--- src/sv/wrt_pkg.sv ---
// Shared widths, register indexes, reset values and payload types for the
// windowed rate throttle. No dependencies; every other file but wrt_chan_if imports this one.
`timescale 1ns / 1ps
`default_nettype none

package wrt_pkg;

   localparam int TIME_W    = 48;
   localparam int PERIOD_W  = 24;
   localparam int SPAN_W    = 32;
   localparam int CSR_W     = 32;
   localparam int CSR_IDX_W = 1;

   localparam int RING_DEPTH_DEF = 64;

   localparam logic [PERIOD_W-1:0] PERIOD_RESET = 24'd100000;
   localparam logic [SPAN_W-1:0]   SPAN_RESET   = 32'd1000000;

   localparam logic [CSR_IDX_W-1:0] REG_TARGET_PERIOD = 1'b0;
   localparam logic [CSR_IDX_W-1:0] REG_WINDOW_SPAN   = 1'b1;

   typedef struct packed {
      logic [TIME_W-1:0] frame_time;
   } req_type;

   typedef struct packed {
      logic accept;
   } rsp_type;

endpackage

`default_nettype wire

--- src/sv/wrt_chan_if.sv ---
// Valid/ready channel carrying one payload item per handshake.
// The payload type is a parameter; the throttle uses the types from wrt_pkg.
`timescale 1ns / 1ps
`default_nettype none

interface wrt_chan_if #(
   parameter type payload_type = logic
) ();

   logic        valid;
   logic        ready;
   payload_type data;

   modport source (output valid, output data, input ready);
   modport sink   (input valid, input data, output ready);

endinterface

`default_nettype wire

--- src/sv/wrt_alu.sv ---
// Shared subtract/compare unit of the throttle sequencer.
// Depends on wrt_pkg for the time width.
`timescale 1ns / 1ps
`default_nettype none

module wrt_alu
   import wrt_pkg::*;
(
   input  wire logic [TIME_W-1:0] op_a,
   input  wire logic [TIME_W-1:0] op_b,
   output logic      [TIME_W-1:0] diff,
   output logic                   borrow
);

   // A borrow out means op_a is smaller than op_b.
   assign {borrow, diff} = {1'b0, op_a} - {1'b0, op_b};

endmodule

`default_nettype wire

--- src/sv/wrt_ring.sv ---
// Timestamp ring storage: one write port and one registered read port.
// Depends on wrt_pkg for the time width.
`timescale 1ns / 1ps
`default_nettype none

module wrt_ring
   import wrt_pkg::*;
#(
   parameter int DEPTH = RING_DEPTH_DEF,
   localparam int PTR_W = $clog2(DEPTH)
) (
   input  wire logic              clock,
   input  wire logic              wr_en,
   input  wire logic [PTR_W-1:0]  wr_addr,
   input  wire logic [TIME_W-1:0] wr_data,
   input  wire logic [PTR_W-1:0]  rd_addr,
   output logic      [TIME_W-1:0] rd_data
);

   logic [TIME_W-1:0] mem [DEPTH];
   logic [TIME_W-1:0] rd_data_ff;

   always_ff @(posedge clock) begin
      if (wr_en) begin
         mem[wr_addr] <= wr_data;
      end
   end

   always_ff @(posedge clock) begin
      rd_data_ff <= mem[rd_addr];
   end

   assign rd_data = rd_data_ff;

endmodule

`default_nettype wire

--- src/sv/windowed_rate_throttle.sv ---
// Top level of the windowed rate throttle: sequencer, registers and output stage.
// Depends on wrt_pkg, wrt_chan_if, wrt_alu and wrt_ring.
`timescale 1ns / 1ps
`default_nettype none

// Channel   Direction  Payload             Handshake
// req_ch    in         frame_time (48 b)   valid/ready, taken when both high
// rsp_ch    out        accept (1 b)        valid/ready, taken when both high
// csr_*     in         index, 32 b data    write when csr_wr_en is high
//
// One shared 48-bit subtract unit runs under a sequencer. An earlier timestamp is
// dropped after the order check, and a frame dropped on the average after the span
// and judge steps; the first frame is pushed at once. An accepted frame is pushed
// and then pops entries, each pop a subtract, a compare and a ring read; a full ring
// pops one entry before the push, and the pops stop once one entry is left. Input is
// ready again in the same cycle that rsp valid rises.
// Reset (synchronous, active high) empties the ring and restores the register
// defaults; ring contents need no clearing because only covered entries are read.
// A result waits in the output register while the next item is accepted; only
// the final hand-off of a later result waits for the output to drain.

module windowed_rate_throttle
   import wrt_pkg::*;
#(
   parameter int RING_DEPTH = RING_DEPTH_DEF
) (
   input  wire logic                 clock,
   input  wire logic                 reset,
   wrt_chan_if.sink                  req_ch,
   wrt_chan_if.source                rsp_ch,
   input  wire logic                 csr_wr_en,
   input  wire logic [CSR_IDX_W-1:0] csr_index,
   input  wire logic [CSR_W-1:0]     csr_wdata
);

   localparam int PTR_W = $clog2(RING_DEPTH);
   localparam int CNT_W = $clog2(RING_DEPTH + 1);
   localparam int LIM_W = PERIOD_W + CNT_W;

   localparam logic [PTR_W:0]   DEPTH_EXT = (PTR_W + 1)'(RING_DEPTH);
   localparam logic [PTR_W-1:0] PTR_LAST  = PTR_W'(RING_DEPTH - 1);
   localparam logic [CNT_W-1:0] CNT_FULL  = CNT_W'(RING_DEPTH);
   localparam logic [CNT_W-1:0] CNT_TWO   = CNT_W'(2);

   // Sequencer states, one-hot.
   typedef enum logic [9:0] {
      S_IDLE    = 10'b00_0000_0001,
      S_ORDER   = 10'b00_0000_0010,
      S_SPAN    = 10'b00_0000_0100,
      S_JUDGE   = 10'b00_0000_1000,
      S_FULLPOP = 10'b00_0001_0000,
      S_PUSH    = 10'b00_0010_0000,
      S_WDIFF   = 10'b00_0100_0000,
      S_WCMP    = 10'b00_1000_0000,
      S_POP     = 10'b01_0000_0000,
      S_RESULT  = 10'b10_0000_0000
   } state_type;

   // Control state.
   state_type           state_ff, state_in;
   logic [PERIOD_W-1:0] period_ff, period_in;
   logic [SPAN_W-1:0]   span_ff, span_in;
   logic [PTR_W-1:0]    head_ff, head_in;
   logic [CNT_W-1:0]    count_ff, count_in;
   logic                out_valid_ff, out_valid_in;

   // Datapath registers.
   logic [TIME_W-1:0]   time_ff, time_in;
   logic [TIME_W-1:0]   newest_ff, newest_in;
   logic [TIME_W-1:0]   oldest_ff, oldest_in;
   logic [TIME_W-1:0]   scratch_ff, scratch_in;
   logic [LIM_W-1:0]    limit_ff, limit_in;
   logic                verdict_ff, verdict_in;
   logic                out_accept_ff, out_accept_in;

   // Shared unit and ring wiring.
   logic [TIME_W-1:0]   alu_a, alu_b, alu_diff;
   logic                alu_borrow;
   logic                ring_wr_en;
   logic [PTR_W-1:0]    ring_wr_addr, ring_rd_addr, head_next;
   logic [PTR_W:0]      slot_sum;
   logic [TIME_W-1:0]   ring_rd_data;
   logic                req_take, rsp_take;

   wrt_alu u_alu (
      .op_a   (alu_a),
      .op_b   (alu_b),
      .diff   (alu_diff),
      .borrow (alu_borrow)
   );

   wrt_ring #(
      .DEPTH (RING_DEPTH)
   ) u_ring (
      .clock   (clock),
      .wr_en   (ring_wr_en),
      .wr_addr (ring_wr_addr),
      .wr_data (time_ff),
      .rd_addr (ring_rd_addr),
      .rd_data (ring_rd_data)
   );

   // The read port always looks at the entry after the oldest one, so the
   // next oldest timestamp is ready when a pop needs it.
   assign head_next    = (head_ff == PTR_LAST) ? '0 : head_ff + PTR_W'(1);
   assign ring_rd_addr = head_next;

   // The write slot, one past the newest, is head plus count, wrapped once.
   assign slot_sum     = {1'b0, head_ff} + (PTR_W + 1)'(count_ff);
   assign ring_wr_addr = (slot_sum >= DEPTH_EXT) ? PTR_W'(slot_sum - DEPTH_EXT)
                                                 : PTR_W'(slot_sum);

   assign req_ch.ready = (state_ff == S_IDLE);
   assign req_take     = req_ch.valid && req_ch.ready;
   assign rsp_take     = rsp_ch.valid && rsp_ch.ready;

   assign rsp_ch.valid       = out_valid_ff;
   assign rsp_ch.data.accept = out_accept_ff;

   // Operand selection for the shared subtractor.
   always_comb begin
      alu_a = '0;
      alu_b = '0;
      unique case (state_ff)
         S_ORDER: begin
            alu_a = time_ff;
            alu_b = newest_ff;
         end
         S_SPAN: begin
            alu_a = time_ff;
            alu_b = oldest_ff;
         end
         S_JUDGE: begin
            alu_a = TIME_W'(limit_ff);
            alu_b = scratch_ff;
         end
         S_WDIFF: begin
            alu_a = newest_ff;
            alu_b = oldest_ff;
         end
         S_WCMP: begin
            alu_a = TIME_W'(span_ff);
            alu_b = scratch_ff;
         end
         default: begin
            alu_a = '0;
            alu_b = '0;
         end
      endcase
   end

   always_comb begin
      state_in      = state_ff;
      period_in     = period_ff;
      span_in       = span_ff;
      head_in       = head_ff;
      count_in      = count_ff;
      time_in       = time_ff;
      newest_in     = newest_ff;
      oldest_in     = oldest_ff;
      scratch_in    = scratch_ff;
      limit_in      = limit_ff;
      verdict_in    = verdict_ff;
      out_accept_in = out_accept_ff;
      out_valid_in  = out_valid_ff && !rsp_take;
      ring_wr_en    = 1'b0;

      if (csr_wr_en) begin
         unique case (csr_index)
            REG_TARGET_PERIOD: period_in = csr_wdata[PERIOD_W-1:0];
            REG_WINDOW_SPAN:   span_in   = csr_wdata[SPAN_W-1:0];
            default:           ;
         endcase
      end

      unique case (state_ff)
         S_IDLE: begin
            if (req_take) begin
               time_in = req_ch.data.frame_time;
               // The first frame into an empty ring is always kept.
               if (count_ff == '0) begin
                  verdict_in = 1'b1;
                  state_in   = S_PUSH;
               end else begin
                  state_in = S_ORDER;
               end
            end
         end
         S_ORDER: begin
            // A frame older than the newest stored one is dropped untouched.
            if (alu_borrow) begin
               verdict_in = 1'b0;
               state_in   = S_RESULT;
            end else begin
               state_in = S_SPAN;
            end
         end
         S_SPAN: begin
            // Interval sum plus the new interval equals frame time minus oldest.
            scratch_in = alu_diff;
            limit_in   = LIM_W'(period_ff) * LIM_W'(count_ff);
            state_in   = S_JUDGE;
         end
         S_JUDGE: begin
            // Keep the frame only when the sum exceeds period times count.
            if (!alu_borrow) begin
               verdict_in = 1'b0;
               state_in   = S_RESULT;
            end else begin
               verdict_in = 1'b1;
               state_in   = (count_ff == CNT_FULL) ? S_FULLPOP : S_PUSH;
            end
         end
         S_FULLPOP: begin
            oldest_in = ring_rd_data;
            head_in   = head_next;
            count_in  = count_ff - CNT_W'(1);
            state_in  = S_PUSH;
         end
         S_PUSH: begin
            ring_wr_en = 1'b1;
            newest_in  = time_ff;
            if (count_ff == '0) begin
               oldest_in = time_ff;
            end
            count_in = count_ff + CNT_W'(1);
            state_in = S_WDIFF;
         end
         S_WDIFF: begin
            if (count_ff < CNT_TWO) begin
               state_in = S_RESULT;
            end else begin
               scratch_in = alu_diff;
               state_in   = S_WCMP;
            end
         end
         S_WCMP: begin
            // Pop while the stored span is wider than the window.
            state_in = alu_borrow ? S_POP : S_RESULT;
         end
         S_POP: begin
            oldest_in = ring_rd_data;
            head_in   = head_next;
            count_in  = count_ff - CNT_W'(1);
            state_in  = S_WDIFF;
         end
         S_RESULT: begin
            if (!out_valid_ff || rsp_ch.ready) begin
               out_valid_in  = 1'b1;
               out_accept_in = verdict_ff;
               state_in      = S_IDLE;
            end
         end
         default: begin
            state_in = S_IDLE;
         end
      endcase
   end

   always_ff @(posedge clock) begin
      if (reset) begin
         state_ff     <= S_IDLE;
         period_ff    <= PERIOD_RESET;
         span_ff      <= SPAN_RESET;
         head_ff      <= '0;
         count_ff     <= '0;
         out_valid_ff <= 1'b0;
      end else begin
         state_ff     <= state_in;
         period_ff    <= period_in;
         span_ff      <= span_in;
         head_ff      <= head_in;
         count_ff     <= count_in;
         out_valid_ff <= out_valid_in;
      end
   end

   always_ff @(posedge clock) begin
      time_ff       <= time_in;
      newest_ff     <= newest_in;
      oldest_ff     <= oldest_in;
      scratch_ff    <= scratch_in;
      limit_ff      <= limit_in;
      verdict_ff    <= verdict_in;
      out_accept_ff <= out_accept_in;
   end

endmodule

`default_nettype wire

--- src/flat_wrapper.sv ---
// flat-port wrapper written by rule: the top's interface ports become plain ports
module windowed_rate_throttle_flat import wrt_pkg::*;
#(
   parameter int RING_DEPTH = RING_DEPTH_DEF
)
  (clock, reset, csr_wr_en, csr_index, csr_wdata, req_ch_valid, req_ch_data, req_ch_ready, rsp_ch_valid, rsp_ch_data, rsp_ch_ready);
  wrt_chan_if #(.payload_type(req_type)) req_ch_i ();
  wrt_chan_if #(.payload_type(rsp_type)) rsp_ch_i ();
  input  wire logic clock;
  input  wire logic reset;
  input  wire logic csr_wr_en;
  input  wire logic [CSR_IDX_W-1:0] csr_index;
  input  wire logic [CSR_W-1:0] csr_wdata;
  input wire logic [$bits(req_ch_i.valid)-1:0] req_ch_valid;
  input wire logic [$bits(req_ch_i.data)-1:0] req_ch_data;
  output wire logic [$bits(req_ch_i.ready)-1:0] req_ch_ready;
  output wire logic [$bits(rsp_ch_i.valid)-1:0] rsp_ch_valid;
  output wire logic [$bits(rsp_ch_i.data)-1:0] rsp_ch_data;
  input wire logic [$bits(rsp_ch_i.ready)-1:0] rsp_ch_ready;
  assign req_ch_i.valid = req_ch_valid;
  assign req_ch_i.data = req_ch_data;
  assign req_ch_ready = req_ch_i.ready;
  assign rsp_ch_valid = rsp_ch_i.valid;
  assign rsp_ch_data = rsp_ch_i.data;
  assign rsp_ch_i.ready = rsp_ch_ready;
  windowed_rate_throttle #(.RING_DEPTH(RING_DEPTH)) u_core (.clock(clock), .reset(reset), .req_ch(req_ch_i), .rsp_ch(rsp_ch_i), .csr_wr_en(csr_wr_en), .csr_index(csr_index), .csr_wdata(csr_wdata));
endmodule
--- config.mk ---
export PLATFORM = sky130hd
export DESIGN_NAME = windowed_rate_throttle_flat
export DESIGN_NICKNAME = d
export VERILOG_FILES = /design/src/sv/wrt_pkg.sv /design/src/sv/wrt_chan_if.sv /design/src/sv/wrt_alu.sv /design/src/sv/wrt_ring.sv /design/src/sv/windowed_rate_throttle.sv /design/src/flat_wrapper.sv
export SDC_FILE = /design/constraint.sdc
export NUM_CORES = 2
export LEC_CHECK = 0
export BUFFER_PORTS_ARGS = -buffer_cell sky130_fd_sc_hd__buf_4
export CORE_UTILIZATION = 28
export DETAILED_ROUTE_END_ITERATION = 6
export SKIP_CTS_REPAIR_TIMING = 1
export SYNTH_ARGS = -nofsm -noshare
export SYNTH_HDL_FRONTEND = slang
export SYNTH_SLANG_ARGS = --single-unit
--- constraint.sdc ---
create_clock -name clock -period 6.7 [get_ports clock]
set_input_delay 0.335 -clock clock [delete_from_list [all_inputs] [get_ports clock]]
set_output_delay 0.335 -clock clock [all_outputs]
set_load 0.005 [all_outputs]
==> results.md <==
* Crit path from: u_core.count_ff[3]
* Compound-gate portion of the synthesized area at 6.11%
* FF-to-FF setup slack at 860 ps
* Layout fillers at 47.7k
* CP Max Fanout at 28
* Hold crit path type: in2reg
* Final ANT Viol Nets at 0
* Worst setup path category: reg2reg
* Max Freq at 0.171 GHz
* Post-Synth Adder-Cell Area at 2.58%
* Seq/Total Area, Yosys at 72.8%
* Reg-to-Reg End: u_core.limit_ff[27]
* H-tree Lvls at 5
* Clock skew at 42.6 ps
* Clock transition at path regs at 70 ps
* Pins Over Slew Limit at 0
* Syn Inst Count at 9601
* Max Cap Violations at 0
* Worst rel slew slack at 13.8%
* Number of setup violations in the final report at 0
* Data required, critical path at 7380 ps
* DP Cell Count at 16.1k
* Total Routing Usage GR at 17.5%
* Critical path arrival at 6520 ps
* Initial antenna violation count at 46
* Failing checks: design-rule violations
* Ports at 89
* XOR/XNOR Fraction of Synth Area at 0.597%
* Post-synthesis mux area share at 5.49%
* Worst vdd ir at 0.203 mV
* Post-Synthesis Net Count at 9907
* LEAKAGE at 57.0 nW
* First-pass GRT wire length at 633000 um
* Final Hold Viols at 0
* RSZ-0062 raised after global routing: false
* End point of the critical path: u_core.limit_ff[27]
* DP HPWL at 259000 um
* CTS tree: done
* Syn avg cell area at 14.5 um^2
* Final nets at 10.2k
* CP endpoint kind: register
* DR WL/cell at 27.2 um
* #FFs+latches synth at 3425
* Element type at the critical path start: register
* Layout cell share with drive strength beyond 1 at 10.9%
* Core footprint at 495000 um^2
* Total clock sinks at 3425
* Clock buffer count from CTS at 345
* Worst Max-Slew Pin Slew at 1290 ps
* Post-synth ARST share at 0%
* Non-filler cells, final at 16.8k
* Die area at 501000 um^2
* Pre-CTS setup slack at 887 ps
* Outcome: finished with violations
* Multi-input logic area at 35200 um^2
* Post-Synth Simple-Gate Area at 9.95%
* Setup ws final at 863 ps
* Via density at 5.18
* Post-Synthesis Cell Area at 139000 um^2
* Vias in the first global route at 81.8k
* P&R area growth vs syn at 15.8%
* Drt drc at 12
* Final period util at 87.1%
* Yosys warns at 0
* Most used flip-flop cell after synthesis: edfxtp_1
* Die Y at 708 um
* Final min period at 5840 ps
* Row count at 258
* Pre-antenna DRT Iters at 7
* PD cells at 281 nW/um^2
* Die width at 708 um
* Total routed wirelength at 457000 um
* Port Buffers at 88
* Power, Total at 0.0453 W
* Largest net degree at the start of global routing at 138
* Fin Setup TNS at 0 ps
* Longest Clk Path Bufs at 4
* Starting DRC count in detailed routing at 12.1k
* Gp weighted congestion at 0.899
* Number of library cell types mapped by synthesis at 88
* EDFF count, synth at 3297
* Sequential cell area at 102000 um^2
* Via count at 87.0k
* Clock Latency Late Sink at 950 ps
* Clock tree root buffer cell: clkbuf_16
* Worst R2R Path Depth at 16
* Crit Reg-Reg Startpoint: u_core.count_ff[3]
* Largest family of logic cells by synthesized area: simple AND/OR/NAND/NOR gates
* Total congestion overflow at 0
* Starting Density at 28.2%
[worst max-delay path: stages, from the launching register on]
cell	delay, ps
dfxtp_1	1100
and2_1	260
fa_1	440
fa_1	580
fa_1	440
fa_1	460
ha_1	370
a21o_1	200
a21o_1	170
a21o_1	160
a21o_1	180
nand2_1	60
o221ai_1	210
o41ai_1	450
o21ai_0	170
a21oi_1	210
xnor2_1	80
[how the worst min path moves through the flow]
stage,endpoint,cells after the start,slack (ps),from
floorplan,u_core.rsp_ch.data,0,400,u_core.verdict_ff
global placement,u_core.rsp_ch.data,0,440,u_core.verdict_ff
detailed placement,u_core.span_ff[15],2,450,u_core.span_ff[15]
CTS,u_core.time_ff[40],1,-480,req_ch_data[40]
global route,u_core.period_ff[4],5,40,csr_wr_en
finish,u_core.span_ff[11],5,10,csr_wr_en
[placed cells by master, fill, tap and decap left out, drive strengths merged, types with 40 or more instances in the layout]
cell type / instances
a31oi: 74
a32oi: 238
and2: 90
nand4: 163
mux2: 48
nor4: 100
o21ai: 47
a222oi: 58
dfxtp: 128
edfxtp: 3297
fa: 112
ha: 108
o22ai: 188
xor2: 40
dlygate4sd3: 98
nand3: 430
mux4: 42
inv: 167
nor2: 151
clkbuf: 447
nor3: 56
a21oi: 421
or4: 44
buf: 417
nand2: 2060
mux2i: 617
a21o: 42
clkinv: 139
xnor2: 55
[registers in the layout, indices dropped and copies added (netlist names), 7 cells and up]
register               flops
u_core.u_ring.rd_data     48
u_core.limit_ff           31
u_core.u_ring.mem       3072
u_core.time_ff            48
u_core.newest_ff          48
u_core.period_ff          24
u_core.state_ff           10
u_core.oldest_ff          48
u_core.scratch_ff         48
u_core.count_ff            7
u_core.span_ff            32
[cell families (layout without fill, tap and decap cells)]
logic type / Yosys count / count (layout)
flops: 3425 / 3425
simple gates: 3177 / 3177
compound gates: 1244 / 1244
buf+inv: 733 / 1302
mux: 707 / 707
fa+ha+maj: 220 / 220
xor+xnor: 95 / 95
other cells: 0 / 16
[synth_stat cells (9+ instances only)]
| cell | count | share of area, % |
|---|---|---|
| a21o_1 | 42 | 0.23 |
| nor4_1 | 100 | 0.45 |
| or4_1 | 44 | 0.24 |
| a222oi_1 | 58 | 0.42 |
| clkbuf_1 | 240 | 0.65 |
| mux4_2 | 42 | 0.68 |
| mux2i_1 | 617 | 4.4 |
| o311ai_0 | 22 | 0.14 |
| o21bai_1 | 15 | 0.081 |
| buf_6 | 25 | 0.20 |
| nand3_1 | 428 | 1.5 |
| o21a_1 | 14 | 0.075 |
| a22o_1 | 37 | 0.23 |
| nor3_1 | 55 | 0.20 |
| a21oi_1 | 420 | 1.5 |
| xnor2_1 | 55 | 0.35 |
| and2_1 | 90 | 0.40 |
| buf_2 | 228 | 0.82 |
| mux2_2 | 48 | 0.39 |
| inv_1 | 151 | 0.41 |
| nor2b_1 | 10 | 0.045 |
| xor2_1 | 40 | 0.25 |
| fa_1 | 112 | 1.6 |
| o211ai_1 | 10 | 0.054 |
| ha_1 | 108 | 0.97 |
| nand2b_1 | 9 | 0.040 |
| o22ai_1 | 188 | 0.84 |
| o21ai_0 | 42 | 0.15 |
| nand4_1 | 163 | 0.73 |
| o311ai_1 | 12 | 0.075 |
| buf_1 | 42 | 0.11 |
| o221ai_1 | 14 | 0.088 |
| edfxtp_1 | 3297 | 71 |
| nor2_1 | 149 | 0.40 |
| buf_4 | 46 | 0.25 |
| and4_1 | 10 | 0.063 |
| a31oi_1 | 73 | 0.33 |
| nand2_1 | 2058 | 5.5 |
| dfxtp_1 | 128 | 1.8 |
| a32oi_1 | 238 | 1.5 |
| and3_1 | 37 | 0.17 |
[stage by stage]
stage                     hold slack (ps)  area (um^2)  util, %
final                                12.2       162000     32.6
after global routing                 35.4       161000     32.6
after CTS                            -485       161000     32.4
after detailed placement              451       150000     30.2
after global placement                436       150000     30.2
after floorplan                       400       139000        -
[layout make-up]
| type | instances | area share [%] |
|---|---|---|
| antenna | 16 | 0.0248 |
| clock buffer | 447 | 5.78 |
| clock inverter | 189 | 0.975 |
| inverter | 151 | 0.352 |
| multi-input combinational | 5443 | 21.8 |
| sequential | 3425 | 62.9 |
| tap | 6630 | 5.14 |
| timing repair buffer | 515 | 3.06 |
[layer usage]
metal | part of all wire [%] | track usage, %
met3 | 10 | 3.57
met2 | 45 | 27.7
met4 | 4.8 | 7.33
met1 | 40 | 23.4
met5 | 0.016 | 0
[power breakdown]
part	total [W]	switching (W)	internal, W
clock	0.0189	0.00827	0.0107
combinational	0.00174	0.00142	0.000328
sequential	0.0247	0.000271	0.0244
Note: power is estimated with default switching activity, not from simulation.
